--- src/rtl/mef_pkg.sv ---
`timescale 1ns / 1ps
`default_nettype none

package mef_pkg;

  localparam int MOTOR_SLOTS = 7;
  localparam int COUNTS_PER_TURN = 8192;

  localparam int SLOT_W = 3;
  localparam int ID_W = 11;
  localparam int SETTLE_W = 8;
  localparam int FRAMES_W = 9;
  localparam int POS_W = 16;
  localparam int STEP_W = 17;
  localparam int WIDE_W = 18;
  localparam int CNT_W = 32;
  localparam int PAY_W = 48;
  localparam int ADDR_W = 5;
  localparam int DATA_W = 32;

  localparam logic [SLOT_W:0] SLOT_LIMIT = (SLOT_W + 1)'(MOTOR_SLOTS);
  localparam logic [SLOT_W-1:0] SLOT_YAW = 3'd4;
  localparam logic [SLOT_W-1:0] SLOT_PITCH = 3'd5;
  localparam logic [SLOT_W-1:0] SLOT_TRIGGER = 3'd6;

  localparam logic signed [WIDE_W-1:0] TURN_W = WIDE_W'(COUNTS_PER_TURN);
  localparam logic signed [WIDE_W-1:0] HALF_TURN_W = WIDE_W'(COUNTS_PER_TURN / 2);
  localparam logic [CNT_W-1:0] TURN_COUNTS = CNT_W'(COUNTS_PER_TURN);
  localparam logic [FRAMES_W-1:0] FRAMES_MAX = '1;

  localparam logic [2:0] REG_CHASSIS_BASE = 3'd0;
  localparam logic [2:0] REG_YAW_ID = 3'd1;
  localparam logic [2:0] REG_PITCH_ID = 3'd2;
  localparam logic [2:0] REG_TRIGGER_ID = 3'd3;
  localparam logic [2:0] REG_SETTLE = 3'd4;

  typedef struct packed {
    logic [ID_W-1:0]     chassis_base_id;
    logic [ID_W-1:0]     yaw_id;
    logic [ID_W-1:0]     pitch_id;
    logic [ID_W-1:0]     trigger_id;
    logic [SETTLE_W-1:0] settle_frames;
  } cfg_t;

  typedef struct packed {
    logic [SLOT_W-1:0]       slot;
    logic [POS_W-1:0]        position;
    logic signed [15:0]      motor_speed;
    logic signed [15:0]      drive_current;
  } cmd_t;

  typedef struct packed {
    logic [SLOT_W-1:0]       motor_slot;
    logic                    calibrating;
    logic [POS_W-1:0]        position;
    logic signed [STEP_W-1:0] step_delta;
    logic signed [CNT_W-1:0] turn_count;
    logic signed [CNT_W-1:0] total_count;
    logic signed [15:0]      motor_speed;
    logic signed [15:0]      drive_current;
  } res_t;

endpackage

`default_nettype wire

--- src/rtl/mef_regs.sv ---
`timescale 1ns / 1ps
`default_nettype none

module mef_regs (
  input  wire logic                        clk,
  input  wire logic                        rst,
  input  wire logic                        psel,
  input  wire logic                        penable,
  input  wire logic                        pwrite,
  input  wire logic [mef_pkg::ADDR_W-1:0]  paddr,
  input  wire logic [mef_pkg::DATA_W-1:0]  pwdata,
  output logic      [mef_pkg::DATA_W-1:0]  prdata,
  output logic                             pready,
  output mef_pkg::cfg_t                    cfg
);

  logic [2:0] index;
  logic       wr;

  assign index = paddr[4:2];
  assign wr = psel && penable && pwrite;
  assign pready = 1'b1;

  always_ff @(posedge clk) begin
    if (rst) begin
      cfg.chassis_base_id <= 11'd513;
      cfg.yaw_id <= 11'd517;
      cfg.pitch_id <= 11'd518;
      cfg.trigger_id <= 11'd519;
      cfg.settle_frames <= 8'd50;
    end else if (wr) begin
      case (index)
        mef_pkg::REG_CHASSIS_BASE: cfg.chassis_base_id <= pwdata[mef_pkg::ID_W-1:0];
        mef_pkg::REG_YAW_ID:       cfg.yaw_id <= pwdata[mef_pkg::ID_W-1:0];
        mef_pkg::REG_PITCH_ID:     cfg.pitch_id <= pwdata[mef_pkg::ID_W-1:0];
        mef_pkg::REG_TRIGGER_ID:   cfg.trigger_id <= pwdata[mef_pkg::ID_W-1:0];
        mef_pkg::REG_SETTLE:       cfg.settle_frames <= pwdata[mef_pkg::SETTLE_W-1:0];
        default: ;
      endcase
    end
  end

  always_comb begin
    case (index)
      mef_pkg::REG_CHASSIS_BASE: prdata = 32'(cfg.chassis_base_id);
      mef_pkg::REG_YAW_ID:       prdata = 32'(cfg.yaw_id);
      mef_pkg::REG_PITCH_ID:     prdata = 32'(cfg.pitch_id);
      mef_pkg::REG_TRIGGER_ID:   prdata = 32'(cfg.trigger_id);
      mef_pkg::REG_SETTLE:       prdata = 32'(cfg.settle_frames);
      default:                   prdata = '0;
    endcase
  end

endmodule

`default_nettype wire

--- src/rtl/mef_front.sv ---
`timescale 1ns / 1ps
`default_nettype none

module mef_front (
  input  wire logic                       clk,
  input  wire logic                       rst,
  input  mef_pkg::cfg_t                   cfg,
  input  wire logic                       push,
  output logic                            full,
  input  wire logic                       bus,
  input  wire logic [mef_pkg::ID_W-1:0]   frame_id,
  input  wire logic [mef_pkg::PAY_W-1:0]  payload,
  output logic                            cmd_valid,
  input  wire logic                       cmd_pop,
  output mef_pkg::cmd_t                   cmd
);

  logic [mef_pkg::ID_W:0]     diff;
  logic                       hit;
  logic [mef_pkg::SLOT_W-1:0] slot;
  logic                       accept;
  logic                       store;
  mef_pkg::cmd_t              fresh;

  mef_pkg::cmd_t entry [2];
  logic          wr_ptr;
  logic          rd_ptr;
  logic [1:0]    count;
  logic [1:0]    count_next;

  assign diff = {1'b0, frame_id} - {1'b0, cfg.chassis_base_id};

  // Chassis wins over yaw, then pitch, then trigger.
  always_comb begin
    hit = 1'b1;
    priority if (!diff[mef_pkg::ID_W] && diff[mef_pkg::ID_W-1:2] == '0) begin
      slot = {1'b0, diff[1:0]};
    end else if (frame_id == cfg.yaw_id) begin
      slot = mef_pkg::SLOT_YAW;
    end else if (frame_id == cfg.pitch_id) begin
      slot = mef_pkg::SLOT_PITCH;
    end else if (frame_id == cfg.trigger_id) begin
      slot = mef_pkg::SLOT_TRIGGER;
    end else begin
      slot = '0;
      hit = 1'b0;
    end
  end

  assign fresh.slot = slot;
  assign fresh.position = payload[47:32];
  assign fresh.motor_speed = payload[31:16];
  assign fresh.drive_current = payload[15:0];

  assign full = (count == 2'd2);
  assign accept = push && !full;
  // Drop second-bus frames and identifiers that map to no slot.
  assign store = accept && !bus && hit && ({1'b0, slot} < mef_pkg::SLOT_LIMIT);

  assign cmd_valid = (count != 2'd0);
  assign cmd = entry[rd_ptr];

  always_comb begin
    count_next = count;
    if (store && !(cmd_pop && cmd_valid)) begin
      count_next = count + 2'd1;
    end else if (!store && cmd_pop && cmd_valid) begin
      count_next = count - 2'd1;
    end
  end

  always_ff @(posedge clk) begin
    if (rst) begin
      count <= '0;
      wr_ptr <= 1'b0;
      rd_ptr <= 1'b0;
    end else begin
      count <= count_next;
      if (store) begin
        wr_ptr <= !wr_ptr;
      end
      if (cmd_pop && cmd_valid) begin
        rd_ptr <= !rd_ptr;
      end
    end
  end

  always_ff @(posedge clk) begin
    if (store) begin
      entry[wr_ptr] <= fresh;
    end
  end

endmodule

`default_nettype wire

--- src/rtl/mef_back.sv ---
`timescale 1ns / 1ps
`default_nettype none

module mef_back (
  input  wire logic   clk,
  input  wire logic   rst,
  input  mef_pkg::cfg_t cfg,
  input  wire logic   cmd_valid,
  output logic        cmd_pop,
  input  mef_pkg::cmd_t cmd,
  output logic        empty,
  input  wire logic   pop,
  output mef_pkg::res_t res
);

  logic [mef_pkg::POS_W-1:0]    last_position [mef_pkg::MOTOR_SLOTS];
  logic [mef_pkg::POS_W-1:0]    zero_offset [mef_pkg::MOTOR_SLOTS];
  logic [mef_pkg::CNT_W-1:0]    turns [mef_pkg::MOTOR_SLOTS];
  logic [mef_pkg::CNT_W-1:0]    turn_base [mef_pkg::MOTOR_SLOTS];
  logic [mef_pkg::FRAMES_W-1:0] frames_seen [mef_pkg::MOTOR_SLOTS];

  logic [mef_pkg::SLOT_W-1:0]        s;
  logic                              cal_slot;
  logic                              calib;
  logic signed [mef_pkg::WIDE_W-1:0] delta;
  logic signed [mef_pkg::WIDE_W-1:0] step;
  logic [mef_pkg::CNT_W-1:0]         turns_next;
  logic [mef_pkg::CNT_W-1:0]         base_next;
  logic [mef_pkg::CNT_W-1:0]         total;
  mef_pkg::res_t                     fresh;

  mef_pkg::res_t entry [2];
  logic          wr_ptr;
  logic          rd_ptr;
  logic [1:0]    count;
  logic [1:0]    count_next;
  logic          take;
  logic          go;

  assign s = cmd.slot;
  assign cal_slot = (s != mef_pkg::SLOT_YAW) && (s != mef_pkg::SLOT_PITCH);
  assign calib = cal_slot && (frames_seen[s] <= {1'b0, cfg.settle_frames});

  assign delta = $signed({2'b00, cmd.position}) - $signed({2'b00, last_position[s]});

  // Unwrap: a jump past half a turn crosses the index mark.
  always_comb begin
    turns_next = turns[s];
    base_next = turn_base[s];
    step = delta;
    if (delta > mef_pkg::HALF_TURN_W) begin
      turns_next = turns[s] - 32'd1;
      base_next = turn_base[s] - mef_pkg::TURN_COUNTS;
      step = delta - mef_pkg::TURN_W;
    end else if (delta < -mef_pkg::HALF_TURN_W) begin
      turns_next = turns[s] + 32'd1;
      base_next = turn_base[s] + mef_pkg::TURN_COUNTS;
      step = delta + mef_pkg::TURN_W;
    end
  end

  assign total = base_next + 32'(cmd.position) - 32'(zero_offset[s]);

  always_comb begin
    fresh = '0;
    fresh.motor_slot = s;
    fresh.calibrating = calib;
    if (!calib) begin
      fresh.position = cmd.position;
      fresh.step_delta = step[mef_pkg::STEP_W-1:0];
      fresh.turn_count = turns_next;
      fresh.total_count = total;
      fresh.motor_speed = cmd.motor_speed;
      fresh.drive_current = cmd.drive_current;
    end
  end

  assign empty = (count == 2'd0);
  assign take = pop && !empty;
  assign go = cmd_valid && ((count != 2'd2) || take);
  assign cmd_pop = go;
  assign res = entry[rd_ptr];

  always_ff @(posedge clk) begin
    if (rst) begin
      for (int i = 0; i < mef_pkg::MOTOR_SLOTS; i++) begin
        last_position[i] <= '0;
        zero_offset[i] <= '0;
        turns[i] <= '0;
        turn_base[i] <= '0;
        frames_seen[i] <= '0;
      end
    end else if (go) begin
      last_position[s] <= cmd.position;
      if (cal_slot && frames_seen[s] != mef_pkg::FRAMES_MAX) begin
        frames_seen[s] <= frames_seen[s] + 9'd1;
      end
      if (calib) begin
        zero_offset[s] <= cmd.position;
      end else begin
        turns[s] <= turns_next;
        turn_base[s] <= base_next;
      end
    end
  end

  always_comb begin
    count_next = count;
    if (go && !take) begin
      count_next = count + 2'd1;
    end else if (!go && take) begin
      count_next = count - 2'd1;
    end
  end

  always_ff @(posedge clk) begin
    if (rst) begin
      count <= '0;
      wr_ptr <= 1'b0;
      rd_ptr <= 1'b0;
    end else begin
      count <= count_next;
      if (go) begin
        wr_ptr <= !wr_ptr;
      end
      if (take) begin
        rd_ptr <= !rd_ptr;
      end
    end
  end

  always_ff @(posedge clk) begin
    if (go) begin
      entry[wr_ptr] <= fresh;
    end
  end

endmodule

`default_nettype wire

--- src/rtl/motor_encoder_feedback_tracker.sv ---
`timescale 1ns / 1ps
`default_nettype none

// Channel    Handshake               Payload
// ---------  ----------------------  ------------------------------------------------
// config     psel/penable/pwrite     paddr, pwdata, prdata; pready tied high
// request    push in, full out       bus, frame_id, payload
// result     empty out, pop in       motor_slot, calibrating, position, step_delta,
//                                    turn_count, total_count, motor_speed, drive_current
//
// One request per cycle sustained while results are popped. The front classifies a
// frame in the cycle it is taken and parks it in a two-entry queue; the back does the
// slot read-modify-write as it takes a command and writes a two-entry result queue,
// so a result reaches the ports through the command queue register and then the
// result queue register. Stalls on pop fill the result queue, then hold the command
// queue, then raise full. Reset is synchronous and clears the queues, the per-slot
// state and the registers to their defaults; no clearing pass.
// Frames on the second bus or with no matching identifier are taken and dropped.

module motor_encoder_feedback_tracker (
  input  wire logic                              clk,
  input  wire logic                              rst,
  input  wire logic                              psel,
  input  wire logic                              penable,
  input  wire logic                              pwrite,
  input  wire logic [mef_pkg::ADDR_W-1:0]        paddr,
  input  wire logic [mef_pkg::DATA_W-1:0]        pwdata,
  output logic      [mef_pkg::DATA_W-1:0]        prdata,
  output logic                                   pready,
  input  wire logic                              push,
  output logic                                   full,
  input  wire logic                              bus,
  input  wire logic [mef_pkg::ID_W-1:0]          frame_id,
  input  wire logic [mef_pkg::PAY_W-1:0]         payload,
  output logic                                   empty,
  input  wire logic                              pop,
  output logic      [mef_pkg::SLOT_W-1:0]        motor_slot,
  output logic                                   calibrating,
  output logic      [mef_pkg::POS_W-1:0]         position,
  output logic signed [mef_pkg::STEP_W-1:0]      step_delta,
  output logic signed [mef_pkg::CNT_W-1:0]       turn_count,
  output logic signed [mef_pkg::CNT_W-1:0]       total_count,
  output logic signed [15:0]                     motor_speed,
  output logic signed [15:0]                     drive_current
);

  mef_pkg::cfg_t cfg;
  mef_pkg::cmd_t cmd;
  mef_pkg::res_t res;
  logic          cmd_valid;
  logic          cmd_pop;

  // Register file: identifiers and settle length.
  mef_regs u_regs (
    .clk     (clk),
    .rst     (rst),
    .psel    (psel),
    .penable (penable),
    .pwrite  (pwrite),
    .paddr   (paddr),
    .pwdata  (pwdata),
    .prdata  (prdata),
    .pready  (pready),
    .cfg     (cfg)
  );

  // Front: take the request, map identifier to slot, queue the command.
  mef_front u_front (
    .clk       (clk),
    .rst       (rst),
    .cfg       (cfg),
    .push      (push),
    .full      (full),
    .bus       (bus),
    .frame_id  (frame_id),
    .payload   (payload),
    .cmd_valid (cmd_valid),
    .cmd_pop   (cmd_pop),
    .cmd       (cmd)
  );

  // Back: per-slot calibration and turn unwrap, then the result queue.
  mef_back u_back (
    .clk       (clk),
    .rst       (rst),
    .cfg       (cfg),
    .cmd_valid (cmd_valid),
    .cmd_pop   (cmd_pop),
    .cmd       (cmd),
    .empty     (empty),
    .pop       (pop),
    .res       (res)
  );

  assign motor_slot = res.motor_slot;
  assign calibrating = res.calibrating;
  assign position = res.position;
  assign step_delta = res.step_delta;
  assign turn_count = res.turn_count;
  assign total_count = res.total_count;
  assign motor_speed = res.motor_speed;
  assign drive_current = res.drive_current;

endmodule

`default_nettype wire

--- config.mk ---
export PLATFORM = sky130hd
export DESIGN_NAME = motor_encoder_feedback_tracker
export DESIGN_NICKNAME = d
export VERILOG_FILES = /design/src/rtl/mef_pkg.sv /design/src/rtl/mef_regs.sv /design/src/rtl/mef_front.sv /design/src/rtl/mef_back.sv /design/src/rtl/motor_encoder_feedback_tracker.sv
export SDC_FILE = /design/constraint.sdc
export NUM_CORES = 2
export LEC_CHECK = 0
export ABC_CLOCK_PERIOD_IN_PS = 30600
export CORE_MARGIN = 4
export CORE_UTILIZATION = 60
export CTS_CLUSTER_SIZE = 28
export DETAILED_ROUTE_END_ITERATION = 10
export DONT_BUFFER_PORTS = 1
export PLACE_DENSITY = 0.83
export SLEW_MARGIN = 0
export SYNTH_ARGS = -nofsm -noshare
export SYNTH_HDL_FRONTEND = slang
export SYNTH_HIERARCHICAL = 1
export SYNTH_SLANG_ARGS = --single-unit
--- constraint.sdc ---
create_clock -name clk -period 30.6 [get_ports clk]
set_input_delay 6.12 -clock clk [delete_from_list [all_inputs] [get_ports clk]]
set_output_delay 6.12 -clock clk [all_outputs]
set_load 0.02 [all_outputs]
==> results.json <==
{
  "fin_area_um2": 63820,
  "synth-warning-count": 6,
  "slowest_delay_ps": 600,
  "fmax_mhz": 73.46,
  "yosysTopAreaCellShare": 0.5675,
  "fill_cells": 6327,
  "synth.top_cells.by_area": "edfxtp_1 (57%), mux4_2 (8.2%), dfxtp_1 (5.7%), nor2_1 (4.8%), mux2_2 (4.2%)",
  "rsz0062_at_grt": "false",
  "power_density_nw_per_um2": 59.08,
  "port_buffers": 0,
  "synth_area_um2": 58370,
  "antenna_found_initial": 3,
  "finalClockSkew_ps": 52.78,
  "hp-class": "reg -> reg",
  "area_delta_synth_final_pct": 9.347,
  "die_y_um": 319.9,
  "cp.required_ps": 24480,
  "finalSetupViolCount": 0,
  "relSlewSlack": 0.1682,
  "cts_buffers": 131,
  "clockBufferDepth": 3,
  "synth_enable_flop_cells": 1103,
  "path_class": "in -> out",
  "synth-seq-cells": 1270,
  "wire_per_inst_um": 25.90,
  "maxCapViolations": 0,
  "cts_root_buf": "clkbuf_16",
  "dieArea_um2": 102300,
  "grt.overflow.total": 0,
  "vias_per_cell": 6.472,
  "setup_tns_ps": 0,
  "status": "complete, no violations",
  "pwr-share-comb": 0.062,
  "grt_max_degree": 249,
  "antenna_left": 0,
  "worstSetupStartpointType": "input pin",
  "htreeDepth": 4,
  "regToRegSetupSlack_ps": 20060,
  "drive_above_1_share": 0.1850,
  "ios": 272,
  "slowest_stage": "nor2_1",
  "grt_usage": 0.2791,
  "yosysTopAreaCell": "edfxtp_1",
  "synth_area_per_cell_um2": 13.88,
  "clkLatencyLatePin_ps": 750,
  "slew_viol_final": 0,
  "ctsResizeCount": 0,
  "placed_area_um2": 59430,
  "internal_power_mw": 2.927,
  "worstPathCellList": "nor2_1 > a22oi_1 > o22ai_1",
  "num_vias": 35980,
  "rows": 114,
  "start_util": 0.6044,
  "synth_cell_types": 115,
  "cts_hold_buf": 0,
  "fin_crit_ps": 13610,
  "globalplace.congestion": 0.9099,
  "nNetsFinal": 4371,
  "synthArstFlopShare": 0,
  "die_w_um": 319.9,
  "crit_path_end_kind": "output port",
  "drtIter0Drc": 4467,
  "ir_drop_mv": 0.05145,
  "dp_hpwl_um": 87110,
  "switchingPower_mw": 0.8433,
  "core_um2": 96570,
  "cts.sink_count": 1270,
  "firstDrtPassIters": 7,
  "period_share": 0.4449,
  "ys_seq_area_frac": 0.6248,
  "finalNonFillerCells": 5559,
  "totalWireLength_um": 144000,
  "grt_pass1_wl_um": 218300,
  "grt_pass1_vias": 36750,
  "path_clk_slew_ps": 60,
  "sw_frac_of_total": 0.2237,
  "leakage_nw": 21.90,
  "clock_power_share": 0.427,
  "cts_tree": "yes",
  "whs_ps": 463.7,
  "syn_inst": 4206,
  "post-route-util": 0.6609,
  "drc": 0,
  "crit_arrival_ps": 7490,
  "hold_viol_final": 0,
  "seqPwrFrac": 0.511,
  "synthFlopType": "edfxtp_1",
  "post-place-cells": 5315,
  "postCtsSetupBuffers": 0,
  "crit_path_max_fanout": 24,
  "tightest_slew_ps": 1248
}
state kept, by name (all words and copies together), names as in the netlist, named ones only:
signal                count
u_back/count              2
u_back/wr_ptr             1
u_front/entry           102
u_front/wr_ptr            1
u_back/frames_seen       72
u_regs/cfg               52
u_back/turns            256
u_back/rd_ptr             1
u_back/entry            266
u_back/last_position    128
u_back/turn_base        256
u_front/rd_ptr            1
u_front/count             2
u_back/zero_offset      128
through the flow:
stage	total power, mW	setup WS, ps
global route	3.886	17010
CTS	3.785	17070
global placement	2.184	17090
detailed placement	2.191	17060
finish	3.770	16990
floorplan	2.134	17320
power by group through the flow:
stage	clock [mW]	sequential (mW)	combinational (mW)
2_1_floorplan	0	1.95	0.182
3_3_place_gp	0	1.96	0.226
3_5_place_dp	0	1.96	0.229
4_1_cts	1.63	1.92	0.231
5_1_grt	1.71	1.93	0.248
6_report	1.61	1.93	0.234
worst paths after layout:
check / from / end / depth (start not counted)
setup reg to reg: register / u_back/entry[1][63] / 28
hold / removal: u_back/zero_offset[6][0] / u_back/zero_offset[6][0] / 2
setup / recovery: paddr[3] / prdata[1] / 3
hold reg to reg: u_back/zero_offset[6][0] / u_back/zero_offset[6][0] / 2
area by class of cell:
class	count	area, um2	area share
antenna	1	2.502	0.00003921
clock buffer	179	3631	0.05689
clock inverter	64	760.7	0.01192
inverter	177	666.9	0.01045
multi-input combinational	2541	20290	0.3179
sequential	1270	36470	0.5714
tap	1276	1597	0.02502
timing repair buffer	51	407.9	0.006391
layer usage:
layer,share of wire,vias up,track usage
met5,0.000069,-,0
met4,0.042,2,0.1182
met3,0.11,419,0.06322
met2,0.49,2290,0.4597
met1,0.36,17910,0.3610
li1,-,15360,-
logic make-up after synthesis:
kind of cell,count (synthesis),synth area share
buffers and inverters,439,0.03374
adder cells (fa/ha/maj),95,0.02268
AND/OR/NAND/NOR,1327,0.1046
XOR/XNOR,129,0.02120
multiplexers,565,0.1476
other,3,0.0001929
flip-flops,1270,0.6248
AO/OA/AOI/OAI,378,0.04521
worst max-delay path, delay by kind of cell:
kind,cells,cell delay (ps)
simple gates,1,600
compound gates,2,760
cells in the mapped netlist (24+ instances only):
cell      instances
a21oi_1          94
nor3_1           84
nor2b_1          44
xnor2_1          75
xor2_1           42
nand3_1          39
a21o_1           24
mux2i_1         126
and2_1           47
o21ai_0          43
nor2_1          741
nand2b_1         78
mux4_2          212
or2_2            26
buf_4            37
edfxtp_1       1103
buf_2            34
a211oi_1         38
ha_1             77
inv_1           172
nand2_1         139
mux2_2          219
dfxtp_1         167
clkbuf_1        152
layout by cell type (no fill, tap or decap), types with 24 or more instances in the layout:
| cell | count |
|---|---|
| a211oi_1 | 36 |
| a21o_1 | 24 |
| a21oi_1 | 94 |
| and2_1 | 46 |
| buf_4 | 49 |
| clkbuf_1 | 33 |
| clkbuf_16 | 133 |
| conb_1 | 47 |
| dfxtp_1 | 165 |
| edfxtp_1 | 1103 |
| ha_1 | 77 |
| inv_1 | 171 |
| mux2_2 | 216 |
| mux2i_1 | 126 |
| mux4_2 | 212 |
| nand2_1 | 136 |
| nand2b_1 | 71 |
| nand3_1 | 39 |
| nor2_1 | 740 |
| nor2b_1 | 41 |
| nor3_1 | 83 |
| o21ai_0 | 42 |
| or2_2 | 25 |
| xnor2_1 | 75 |
| xor2_1 | 42 |
No activity file was read; power rests on OpenSTA's default activity.
